<file path="src/hw/rtl/swsc_pkg.sv">
// types and constants shared by the sliding window sender control
`default_nettype none
package swsc_pkg;

   localparam int MARK_SLOTS  = 32;
   localparam int QUEUE_DEPTH = 4;

   localparam int CSR_INDEX_W = 1;
   localparam int CSR_DATA_W  = 32;
   localparam logic [CSR_INDEX_W-1:0] CSR_WINDOW_SIZE = 1'd0;
   localparam logic [CSR_INDEX_W-1:0] CSR_FILE_LENGTH = 1'd1;
   localparam logic [5:0]  WINDOW_SIZE_RESET = 6'd4;
   localparam logic [31:0] FILE_LENGTH_RESET = 32'd0;

   localparam logic [1:0] CMD_SEND    = 2'd0;
   localparam logic [1:0] CMD_ACK     = 2'd1;
   localparam logic [1:0] CMD_TIMEOUT = 2'd2;

   localparam logic [2:0] KIND_PACKET  = 3'd0;
   localparam logic [2:0] KIND_ACK_OK  = 3'd1;
   localparam logic [2:0] KIND_ACK_BAD = 3'd2;
   localparam logic [2:0] KIND_ADVANCE = 3'd3;
   localparam logic [2:0] KIND_DONE    = 3'd4;

   typedef struct packed {
      logic [1:0]  cmd;
      logic [31:0] ack_offset;
   } req_word_type;

   typedef struct packed {
      logic [2:0]  kind;
      logic [31:0] offset;
      logic [10:0] length;
      logic        final_packet;
      logic [5:0]  shift;
      logic        last;
   } rsp_word_type;

   typedef enum logic [1:0] {
      OP_SEND,
      OP_ACK,
      OP_TIMEOUT
   } op_type;

   typedef struct packed {
      op_type      op;
      logic [31:0] ack_offset;
   } op_word_type;

   typedef struct packed {
      logic        valid;
      op_word_type word;
   } op_head_type;

   typedef enum logic {
      ST_IDLE,
      ST_SEND
   } back_state_type;

endpackage
`default_nettype wire

</file>
<file path="src/hw/rtl/swsc_front.sv">
// front end: accepts request words, decodes commands, drops unknown ones
`default_nettype none
module swsc_front (
   input  wire logic                   req_valid,
   output logic                        req_stall,
   input  wire swsc_pkg::req_word_type req_word,
   input  wire logic                   q_full,
   output logic                        push,
   output swsc_pkg::op_word_type       push_word
);

   logic known;

   always_comb begin
      known = 1'b1;
      push_word.ack_offset = req_word.ack_offset;
      push_word.op = swsc_pkg::OP_SEND;
      case (req_word.cmd)
         swsc_pkg::CMD_SEND: begin
            push_word.op = swsc_pkg::OP_SEND;
         end
         swsc_pkg::CMD_ACK: begin
            push_word.op = swsc_pkg::OP_ACK;
         end
         swsc_pkg::CMD_TIMEOUT: begin
            push_word.op = swsc_pkg::OP_TIMEOUT;
         end
         default: begin
            known = 1'b0;
         end
      endcase
   end

   assign req_stall = q_full;
   assign push = req_valid && !q_full && known;

endmodule
`default_nettype wire

</file>
<file path="src/hw/rtl/swsc_queue.sv">
// short command queue between the front end and the back end
`default_nettype none
module swsc_queue (
   input  wire logic                  clock,
   input  wire logic                  reset,
   input  wire logic                  push,
   input  wire swsc_pkg::op_word_type push_word,
   output logic                       full,
   input  wire logic                  pop,
   output swsc_pkg::op_head_type      head
);

   localparam int DEPTH = swsc_pkg::QUEUE_DEPTH;
   localparam int PTR_W = $clog2(DEPTH);
   localparam int CNT_W = $clog2(DEPTH + 1);

   swsc_pkg::op_word_type entry_ff [DEPTH];
   logic [PTR_W-1:0] wr_ptr_ff, wr_ptr_in;
   logic [PTR_W-1:0] rd_ptr_ff, rd_ptr_in;
   logic [CNT_W-1:0] count_ff, count_in;
   logic             do_push, do_pop;

   assign full = (count_ff == CNT_W'(DEPTH));
   assign do_push = push && !full;
   assign do_pop = pop && (count_ff != '0);
   assign head.valid = (count_ff != '0);
   assign head.word = entry_ff[rd_ptr_ff];

   always_comb begin
      wr_ptr_in = do_push ? PTR_W'(wr_ptr_ff + 1'b1) : wr_ptr_ff;
      rd_ptr_in = do_pop ? PTR_W'(rd_ptr_ff + 1'b1) : rd_ptr_ff;
      count_in = count_ff;
      if (do_push && !do_pop) begin
         count_in = CNT_W'(count_ff + 1'b1);
      end else if (do_pop && !do_push) begin
         count_in = CNT_W'(count_ff - 1'b1);
      end
   end

   always_ff @(posedge clock) begin
      if (reset) begin
         wr_ptr_ff <= '0;
         rd_ptr_ff <= '0;
         count_ff <= '0;
      end else begin
         wr_ptr_ff <= wr_ptr_in;
         rd_ptr_ff <= rd_ptr_in;
         count_ff <= count_in;
      end
   end

   always_ff @(posedge clock) begin
      if (do_push) begin
         entry_ff[wr_ptr_ff] <= push_word;
      end
   end

endmodule
`default_nettype wire

</file>
<file path="src/hw/rtl/swsc_back.sv">
// back end: window state, ack bitmap, descriptor sequencer and result register
`default_nettype none
module swsc_back #(
   parameter int PAYLOAD_BYTES = 1024,
   parameter int WINDOW_MAX    = 32
) (
   input  wire logic                                 clock,
   input  wire logic                                 reset,
   input  wire logic                                 csr_write,
   input  wire logic [swsc_pkg::CSR_INDEX_W-1:0]     csr_index,
   input  wire logic [swsc_pkg::CSR_DATA_W-1:0]      csr_data,
   input  wire swsc_pkg::op_head_type                head,
   output logic                                      pop,
   output logic                                      rsp_valid,
   input  wire logic                                 rsp_stall,
   output swsc_pkg::rsp_word_type                    rsp_word
);

   localparam int SLOTS = swsc_pkg::MARK_SLOTS;
   localparam int WIN_CAP = (WINDOW_MAX < SLOTS) ? WINDOW_MAX : SLOTS;
   localparam logic [5:0]  WIN_CAP6 = 6'(WIN_CAP);
   localparam logic [32:0] PAY33 = 33'(PAYLOAD_BYTES);
   localparam logic [31:0] PAY32 = 32'(PAYLOAD_BYTES);

   logic [5:0]       window_size_ff;
   logic [31:0]      file_length_ff;
   logic [31:0]      base_ff, base_in;
   logic [SLOTS-1:0] marks_ff, marks_in;
   logic [31:0]      start_ff, start_in;
   logic [5:0]       idx_ff, idx_in;
   logic             rsp_valid_ff, rsp_valid_in;
   swsc_pkg::rsp_word_type   rsp_word_ff, rsp_word_in;
   swsc_pkg::back_state_type state_ff, state_in;

   logic [5:0]       win_eff;
   logic             ready_out;
   logic             emit;
   logic             timeout_fire;
   swsc_pkg::rsp_word_type emit_word;

   logic [31:0]      cur_start;
   logic [5:0]       cur_idx;
   logic [31:0]      rem;
   logic [31:0]      plen;
   logic [32:0]      next_start;
   logic             desc_fin;
   logic             desc_last;
   swsc_pkg::rsp_word_type desc_word;

   logic             ack_ge;
   logic [31:0]      ack_dist;
   logic [SLOTS-1:0] ack_hit;
   logic [SLOTS-1:0] win_mask;
   logic [32:0]      run_bits;
   logic [32:0]      first_zero;
   logic [5:0]       sh;
   logic [32:0]      nb_sum;
   logic [31:0]      nb;

   always_comb begin
      if (window_size_ff == 6'd0) begin
         win_eff = 6'd1;
      end else if (window_size_ff > WIN_CAP6) begin
         win_eff = WIN_CAP6;
      end else begin
         win_eff = window_size_ff;
      end
   end

   assign ready_out = !rsp_valid_ff || !rsp_stall;

   // packet descriptor for the current sequencer position
   always_comb begin
      cur_start = (state_ff == swsc_pkg::ST_SEND) ? start_ff : base_ff;
      cur_idx = (state_ff == swsc_pkg::ST_SEND) ? idx_ff : 6'd0;
      rem = file_length_ff - cur_start;
      plen = (rem < PAY32) ? rem : PAY32;
      next_start = {1'b0, cur_start} + PAY33;
      desc_fin = (next_start >= {1'b0, file_length_ff});
      desc_last = desc_fin || (6'(cur_idx + 6'd1) == win_eff);
      desc_word = '0;
      desc_word.kind = swsc_pkg::KIND_PACKET;
      desc_word.offset = cur_start;
      desc_word.length = plen[10:0];
      desc_word.final_packet = desc_fin;
      desc_word.last = desc_last;
   end

   // ack slot match against every slot boundary inside the window
   always_comb begin
      ack_ge = (head.word.ack_offset >= base_ff);
      ack_dist = head.word.ack_offset - base_ff;
      for (int k = 0; k < SLOTS; k++) begin
         win_mask[k] = (6'(k) < win_eff);
         ack_hit[k] = ack_ge && win_mask[k] && (ack_dist == 32'(k * PAYLOAD_BYTES));
      end
   end

   // leading run of acked slots, via the lowest clear bit
   always_comb begin
      run_bits = {1'b0, marks_ff & win_mask};
      first_zero = ~run_bits & (run_bits + 33'd1);
      sh = '0;
      for (int j = 0; j <= SLOTS; j++) begin
         if (first_zero[j]) begin
            sh = sh | 6'(j);
         end
      end
      nb_sum = {1'b0, base_ff} + 33'(33'(sh) * PAY33);
      nb = nb_sum[32] ? '1 : nb_sum[31:0];
   end

   always_comb begin
      state_in = state_ff;
      base_in = base_ff;
      marks_in = marks_ff;
      start_in = start_ff;
      idx_in = idx_ff;
      pop = 1'b0;
      emit = 1'b0;
      timeout_fire = 1'b0;
      emit_word = '0;
      case (state_ff)
         swsc_pkg::ST_IDLE: begin
            if (head.valid && ready_out) begin
               pop = 1'b1;
               emit = 1'b1;
               case (head.word.op)
                  swsc_pkg::OP_SEND: begin
                     if (base_ff >= file_length_ff) begin
                        emit_word.kind = swsc_pkg::KIND_DONE;
                        emit_word.offset = base_ff;
                        emit_word.last = 1'b1;
                     end else begin
                        emit_word = desc_word;
                        if (!desc_last) begin
                           state_in = swsc_pkg::ST_SEND;
                           start_in = next_start[31:0];
                           idx_in = 6'd1;
                        end
                     end
                  end
                  swsc_pkg::OP_ACK: begin
                     emit_word.kind = (|ack_hit) ? swsc_pkg::KIND_ACK_OK
                                                 : swsc_pkg::KIND_ACK_BAD;
                     emit_word.offset = head.word.ack_offset;
                     emit_word.last = 1'b1;
                     marks_in = marks_ff | ack_hit;
                  end
                  swsc_pkg::OP_TIMEOUT: begin
                     timeout_fire = 1'b1;
                     emit_word.kind = swsc_pkg::KIND_ADVANCE;
                     emit_word.offset = nb;
                     emit_word.shift = sh;
                     emit_word.last = 1'b1;
                     marks_in = '0;
                     base_in = nb;
                  end
                  default: begin
                     emit = 1'b0;
                  end
               endcase
            end
         end
         swsc_pkg::ST_SEND: begin
            if (ready_out) begin
               emit = 1'b1;
               emit_word = desc_word;
               if (desc_last) begin
                  state_in = swsc_pkg::ST_IDLE;
               end else begin
                  start_in = next_start[31:0];
                  idx_in = 6'(idx_ff + 6'd1);
               end
            end
         end
         default: begin
            state_in = swsc_pkg::ST_IDLE;
         end
      endcase
   end

   always_comb begin
      rsp_valid_in = rsp_valid_ff;
      rsp_word_in = rsp_word_ff;
      if (emit) begin
         rsp_valid_in = 1'b1;
         rsp_word_in = emit_word;
      end else if (!rsp_stall) begin
         rsp_valid_in = 1'b0;
      end
   end

   always_ff @(posedge clock) begin
      if (reset) begin
         state_ff <= swsc_pkg::ST_IDLE;
         base_ff <= '0;
         marks_ff <= '0;
         rsp_valid_ff <= 1'b0;
         window_size_ff <= swsc_pkg::WINDOW_SIZE_RESET;
         file_length_ff <= swsc_pkg::FILE_LENGTH_RESET;
      end else begin
         state_ff <= state_in;
         base_ff <= base_in;
         marks_ff <= marks_in;
         rsp_valid_ff <= rsp_valid_in;
         if (csr_write) begin
            case (csr_index)
               swsc_pkg::CSR_WINDOW_SIZE: begin
                  window_size_ff <= csr_data[5:0];
               end
               swsc_pkg::CSR_FILE_LENGTH: begin
                  file_length_ff <= csr_data[31:0];
               end
               default: begin
               end
            endcase
         end
      end
   end

   always_ff @(posedge clock) begin
      start_ff <= start_in;
      idx_ff <= idx_in;
      rsp_word_ff <= rsp_word_in;
   end

   assign rsp_valid = rsp_valid_ff;
   assign rsp_word = rsp_word_ff;

   a_send_in_range: assert property (@(posedge clock) disable iff (reset)
      (state_ff == swsc_pkg::ST_SEND) |-> (start_ff < file_length_ff) && (idx_ff < win_eff))
      else $error("descriptor sequencer past end of window or file");

   a_no_pop_in_send: assert property (@(posedge clock) disable iff (reset)
      (state_ff == swsc_pkg::ST_SEND) |-> !pop)
      else $error("queue popped while descriptors pending");

   a_timeout_clears: assert property (@(posedge clock) disable iff (reset)
      timeout_fire |=> (marks_ff == '0) && rsp_valid_ff)
      else $error("timeout did not clear ack bitmap");

   a_shift_bound: assert property (@(posedge clock) disable iff (reset)
      timeout_fire |-> (sh <= win_eff) && $onehot(first_zero))
      else $error("advance exceeds window");

endmodule
`default_nettype wire

</file>
<file path="src/hw/rtl/sliding_window_sender_control.sv">
// Sliding window selective repeat sender control. Request words enter through a
// decoder and a four-entry command queue; the back end executes one command at a
// time against the window base and the ack bitmap and drives a registered result
// port. An ack or a timeout yields one word. A send yields min(window, packets
// left) descriptors, or one completion word, at one word per cycle from the
// descriptor sequencer while the result port is not stalled. Unknown commands
// are accepted and dropped without a result. A command's first result is
// registered when the back end takes the command from the head of the queue.
// Configuration must be written only while idle; the block does not enforce it.
`default_nettype none
module sliding_window_sender_control #(
   parameter int PAYLOAD_BYTES = 1024,
   parameter int WINDOW_MAX    = 32
) (
   input  wire logic                             clock,
   input  wire logic                             reset,
   input  wire logic                             csr_write,
   input  wire logic [swsc_pkg::CSR_INDEX_W-1:0] csr_index,
   input  wire logic [swsc_pkg::CSR_DATA_W-1:0]  csr_data,
   input  wire logic                             req_valid,
   output logic                                  req_stall,
   input  wire swsc_pkg::req_word_type           req_word,
   output logic                                  rsp_valid,
   input  wire logic                             rsp_stall,
   output swsc_pkg::rsp_word_type                rsp_word
);

   logic                  q_full;
   logic                  push;
   logic                  pop;
   swsc_pkg::op_word_type push_word;
   swsc_pkg::op_head_type head;

   swsc_front u_front (
      .req_valid (req_valid),
      .req_stall (req_stall),
      .req_word  (req_word),
      .q_full    (q_full),
      .push      (push),
      .push_word (push_word)
   );

   swsc_queue u_queue (
      .clock     (clock),
      .reset     (reset),
      .push      (push),
      .push_word (push_word),
      .full      (q_full),
      .pop       (pop),
      .head      (head)
   );

   swsc_back #(
      .PAYLOAD_BYTES (PAYLOAD_BYTES),
      .WINDOW_MAX    (WINDOW_MAX)
   ) u_back (
      .clock     (clock),
      .reset     (reset),
      .csr_write (csr_write),
      .csr_index (csr_index),
      .csr_data  (csr_data),
      .head      (head),
      .pop       (pop),
      .rsp_valid (rsp_valid),
      .rsp_stall (rsp_stall),
      .rsp_word  (rsp_word)
   );

endmodule
`default_nettype wire

</file>
<file path="config.mk">
export PLATFORM = sky130hd
export DESIGN_NAME = sliding_window_sender_control
export DESIGN_NICKNAME = d
export VERILOG_FILES = /design/src/hw/rtl/swsc_pkg.sv /design/src/hw/rtl/swsc_front.sv /design/src/hw/rtl/swsc_queue.sv /design/src/hw/rtl/swsc_back.sv /design/src/hw/rtl/sliding_window_sender_control.sv
export SDC_FILE = /design/constraint.sdc
export NUM_CORES = 1
export LEC_CHECK = 0
export ABC_CLOCK_PERIOD_IN_PS = 5700
export BUFFER_PORTS_ARGS = -buffer_cell sky130_fd_sc_hd__buf_2
export CORE_MARGIN = 3
export CORE_UTILIZATION = 55
export DETAILED_ROUTE_END_ITERATION = 6
export GPL_ROUTABILITY_DRIVEN = 1
export PLACE_DENSITY = 0.76
export SLEW_MARGIN = 20
export SYNTH_ARGS = -nofsm -noshare
export SYNTH_HDL_FRONTEND = slang
export SYNTH_SLANG_ARGS = --single-unit
</file>
<file path="constraint.sdc">
create_clock -name clock -period 5.7 [get_ports clock]
set_input_delay 0.285 -clock clock [delete_from_list [all_inputs] [get_ports clock]]
set_output_delay 0.285 -clock clock [all_outputs]
set_load 0.01 [all_outputs]
</file>
==> impl.org <==
** Cells and area
- At the end of the flow the core is filled with cells to 66.2%.
- Antenna diodes :: 0
- Fraction of layout cells with a size suffix above 1 :: 16.1%
- Synth-to-Final Area Change :: 17.2%
- Layout net count :: ~2700

** Synth
- Counting flops and latches in the post-synthesis netlist gives roughly 340.
- Syn Inst Count :: approximately 2300
- Synthesis instantiated 94 different standard cells from the library.
- The most used flip-flop cell after synthesis is sky130_fd_sc_hd__edfxtp_1.
- By count the netlist is led by sky130_fd_sc_hd__nand2_1, sky130_fd_sc_hd__edfxtp_1, sky130_fd_sc_hd__a21oi_1, sky130_fd_sc_hd__nor2_1, sky130_fd_sc_hd__ha_1.
- The synthesized netlist occupies a cell area of 0.0216 mm2.
- Yosys printed 0 warnings.
- After synthesis, the mean cell area works out to 9.56 um2.
- Most common cell in the synthesized netlist :: sky130_fd_sc_hd__nand2_1
- Total nets after synthesis :: 2479
- Async set or reset register ratio after synthesis :: 0%
- The synthesized design spends more area on one cell type than any other, namely sky130_fd_sc_hd__edfxtp_1.
- Sequential fraction of the synthesis area :: a little over two fifths
- The share of synthesized area in the top cell type comes to 31.7%.
- The synthesized design contains ~230 enable-type register cells.
- By area the synthesized netlist is led by sky130_fd_sc_hd__edfxtp_1, sky130_fd_sc_hd__dfxtp_1, sky130_fd_sc_hd__ha_1.

** Critical path
- Together, buffers and inverters on the worst path number 2.
- Walking the worst path, the cells encountered are buf_4, nor2b_1, a31oi_1, nand4_1, or2_4, nor2_2, nand3_1, or4_4, a311oi_4, nor4_4, nand3_2, fa_2, a21o_1, a21oi_1, o21bai_1, a21oi_1, or3_1, or3_4, or3_4, buf_12, nand2b_1, a222oi_1, o21ai_1.
- The critical path starts at u_back.window_size_ff[3].
- STA classifies the critical path endpoint as a register.
- The critical path is of the reg -> reg type.
- Of all nets on the critical path, the largest fanout is 23.
- The startpoint identified for the worst register-to-register timing path is u_back.window_size_ff[3].
- Critical-path top delay cell :: sky130_fd_sc_hd__or4_4
- The critical path crosses 23 cells after its start point.
- Delay-heaviest family, CP :: simple AND/OR/NAND/NOR gates
- At the worst endpoint, the arrival time is 5.97 ns.
- Worst reg2reg endpoint :: u_back.rsp_word[30]
- Count of cells along the worst register-to-register path :: 23
- On the worst path, the slowest cell contributes a delay of 0.55 ns.
- The worst setup path is launched from a register.
- Data required time at the worst endpoint :: 6.08 ns
- Critical path capture point :: u_back.rsp_word[30]
- Slack of the worst reg-to-reg path :: 0.11 ns

** Floorplanning
- Measured along the x axis, the die boundary spans about 200 um.
- The core region is 0.0382 mm2.
- Initial core utilization :: between 50% and 60%
- The die covers between 0.04 and 0.05 mm2.
- Die Y :: 204 um
- The floorplan has 71 rows.
- Count of pins on the block boundary :: 128

** Status
- The run finished, with violations left.
- The checks that failed: design-rule violations.

** Power and ir drop
- PD cells :: 527 mW/mm2
- IR analysis of the VDD net gives a maximum drop of 0.589 mV.
- The analysis attributes to cell leakage a power of 9.66 nW.
- Design Power :: 13.3 mW

** GRT
- Grt total ovfl :: 0
- Met3 usage in global routing :: 4.00%
- In the global route stage, met1 resource usage came out at between 40% and 50%.
- Number of antenna violations at the first check in global routing :: 0
- The via count of the first global-routing pass is about 18000.
- The first global-routing pass estimated 103000 um of wire.
- Met2 routing resource usage after global routing :: between 50% and 60%
- Entering global routing, the biggest net connects just over 80 pins.
- Across every metal layer, demand over resource in global routing totals 31.7%.
- Top Usage Layer GRT :: met2

** STA
- At the pin with the least slew margin, the transition time is 0.996 ns.
- Maximum operating frequency :: 0.179 GHz
- The final max-slew violation count is 0.
- The clock arrives with about 0.017 ns of skew.
- Setup total negative slack on the finished layout was measured at 0 ns.
- Headroom to the max-slew limit :: 33.6%
- The final count of hold timing violations was 0.
- Number of setup violations in the final report :: 0
- Clock period minus worst slack :: 5.59 ns
- Final critical-path share of the clock period :: 98.1%

** Worst hold path
- Hold crit path type :: in -> reg

** Detailed routing
- Final routed DRC violation total :: 5
- In this run, the number of DRC markers left after iteration 0 of detailed routing was 1920.
- Post-route antenna net violation count :: 0
- The first TritonRoute pass finished after 7 iterations.
- Vias/cell :: between 6 and 7
- Average detailed-routed wire length per instance :: 22.1 um
- Wires add up to 66700 um.
- The detailed router placed 19100 vias in this run.

** Clock tree
- Worst-skew pair later-pin latency :: 0.57 ns
- TritonCTS built the clock tree.
- Number of buffers created by CTS :: 38
- H-Tree Depth :: 2
- Clock Sink Count :: 341
- CTS root buffer :: sky130_fd_sc_hd__clkbuf_16
- CTS clock-pin slew for the worst setup and hold paths :: about 0.070 ns
- Clock Path Buffers :: 3

** Placement
- Number of buffer cells added on primary ports :: 127
- Detailed-placement wirelength estimate :: ~50000 um
- The congestion estimate from routability-driven global placement came to 0.981.

** Job
- Max cap viols :: 0
timing repair:
| item | CTS | global route |
|---|---|---|
| hold buffers | 64 | 0 |
| hold endpoints to repair | 161 | 0 |
| pin swaps | 0 | 11 |
| setup endpoints to repair | 39 | 72 |
| buffers inserted | 0 | 3 |
| resized for setup | 8 | 47 |
flip-flops by register name (all words and copies together) (netlist names), named ones only:
signal	count
u_back.rsp_valid	1
u_queue.wr_ptr_ff	2
u_back.marks_ff	32
u_queue.entry_ff	136
u_back.state_ff	1
u_back.window_size_ff	6
u_back.file_length_ff	32
u_back.rsp_word	54
u_back.idx_ff	6
u_queue.rd_ptr_ff	2
u_back.base_ff	32
u_back.start_ff	32
u_queue.count_ff	3
final cells by class:
class | count | area (um2)
multi-input combinational | 1682 | 11800
timing repair buffer | 296 | 2100
clock buffer | 47 | 1020
tap | 511 | 639
clock inverter | 22 | 214
inverter | 120 | 450
sequential | 341 | 9130
fill | 3052 | 12900
report_power, final:
group	internal, mW	switching (mW)	leakage [nW]
logic	2.66	4.51	6.01
registers	3.35	0.334	3.06
clock network	1.42	1.06	0.599
per-layer routing:
metal	share of wire [%]	wire length, um	vias up
met3	7.1	4760	172
li1	-	-	8843
met1	41	27300	9246
met2	47	31300	833
met5	0	0	-
met4	4.9	3290	0
how the worst min path moves through the flow:
stage | startpoint | to | slack (ns) | cells after the start
floorplan | req_word[0] | u_queue.entry_ff[0][0] | 0.38 | 0
global placement | u_back.marks_ff[19] | u_back.marks_ff[19] | 0.44 | 2
detailed placement | u_back.marks_ff[17] | u_back.marks_ff[17] | 0.44 | 2
CTS | req_word[33] | u_queue.entry_ff[3][32] | 0.04 | 2
global route | req_word[33] | u_queue.entry_ff[2][32] | 0.07 | 2
finish | req_word[33] | u_queue.entry_ff[3][32] | 0.05 | 2
cells in the final DEF (no fill, tap or decap), types with 39 or more instances in the layout:
| cell type | count |
|---|---|
| sky130_fd_sc_hd__dlygate4sd3_1 | 64 |
| sky130_fd_sc_hd__inv_1 | 120 |
| sky130_fd_sc_hd__a21o_1 | 65 |
| sky130_fd_sc_hd__o21ai_0 | 109 |
| sky130_fd_sc_hd__a21oi_1 | 155 |
| sky130_fd_sc_hd__xnor2_1 | 51 |
| sky130_fd_sc_hd__nor3_1 | 45 |
| sky130_fd_sc_hd__edfxtp_1 | 228 |
| sky130_fd_sc_hd__ha_1 | 143 |
| sky130_fd_sc_hd__nand2_1 | 280 |
| sky130_fd_sc_hd__buf_2 | 127 |
| sky130_fd_sc_hd__clkbuf_16 | 39 |
| sky130_fd_sc_hd__dfxtp_1 | 106 |
| sky130_fd_sc_hd__nand3_1 | 64 |
| sky130_fd_sc_hd__buf_4 | 102 |
| sky130_fd_sc_hd__nor2_1 | 145 |
cell families after synthesis:
logic type,after synthesis,share of synthesized area [%]
muxes,74,5.42
AOI/OAI and AO/OA,602,18.7
adders and majority gates,150,8.77
and+or+nand+nor,781,17.6
xor gates and xnor gates,75,3.04
DFF,341,42.2
buffers and inverters,236,4.33
per-stage QoR:
stage	instance area, um2	instances	worst slack (ns)	hold slack, ns
3_3_place_gp	23200	2883	0.0653	0.437
5_1_grt	25300	3019	-0.0400	0.0687
4_1_cts	25100	3016	0.00251	0.0385
6_report	25300	3019	0.108	0.0546
3_5_place_dp	23200	2883	-0.0626	0.443
2_1_floorplan	21600	2259	0.0491	0.384
No activity file was read; power rests on OpenSTA's default activity.
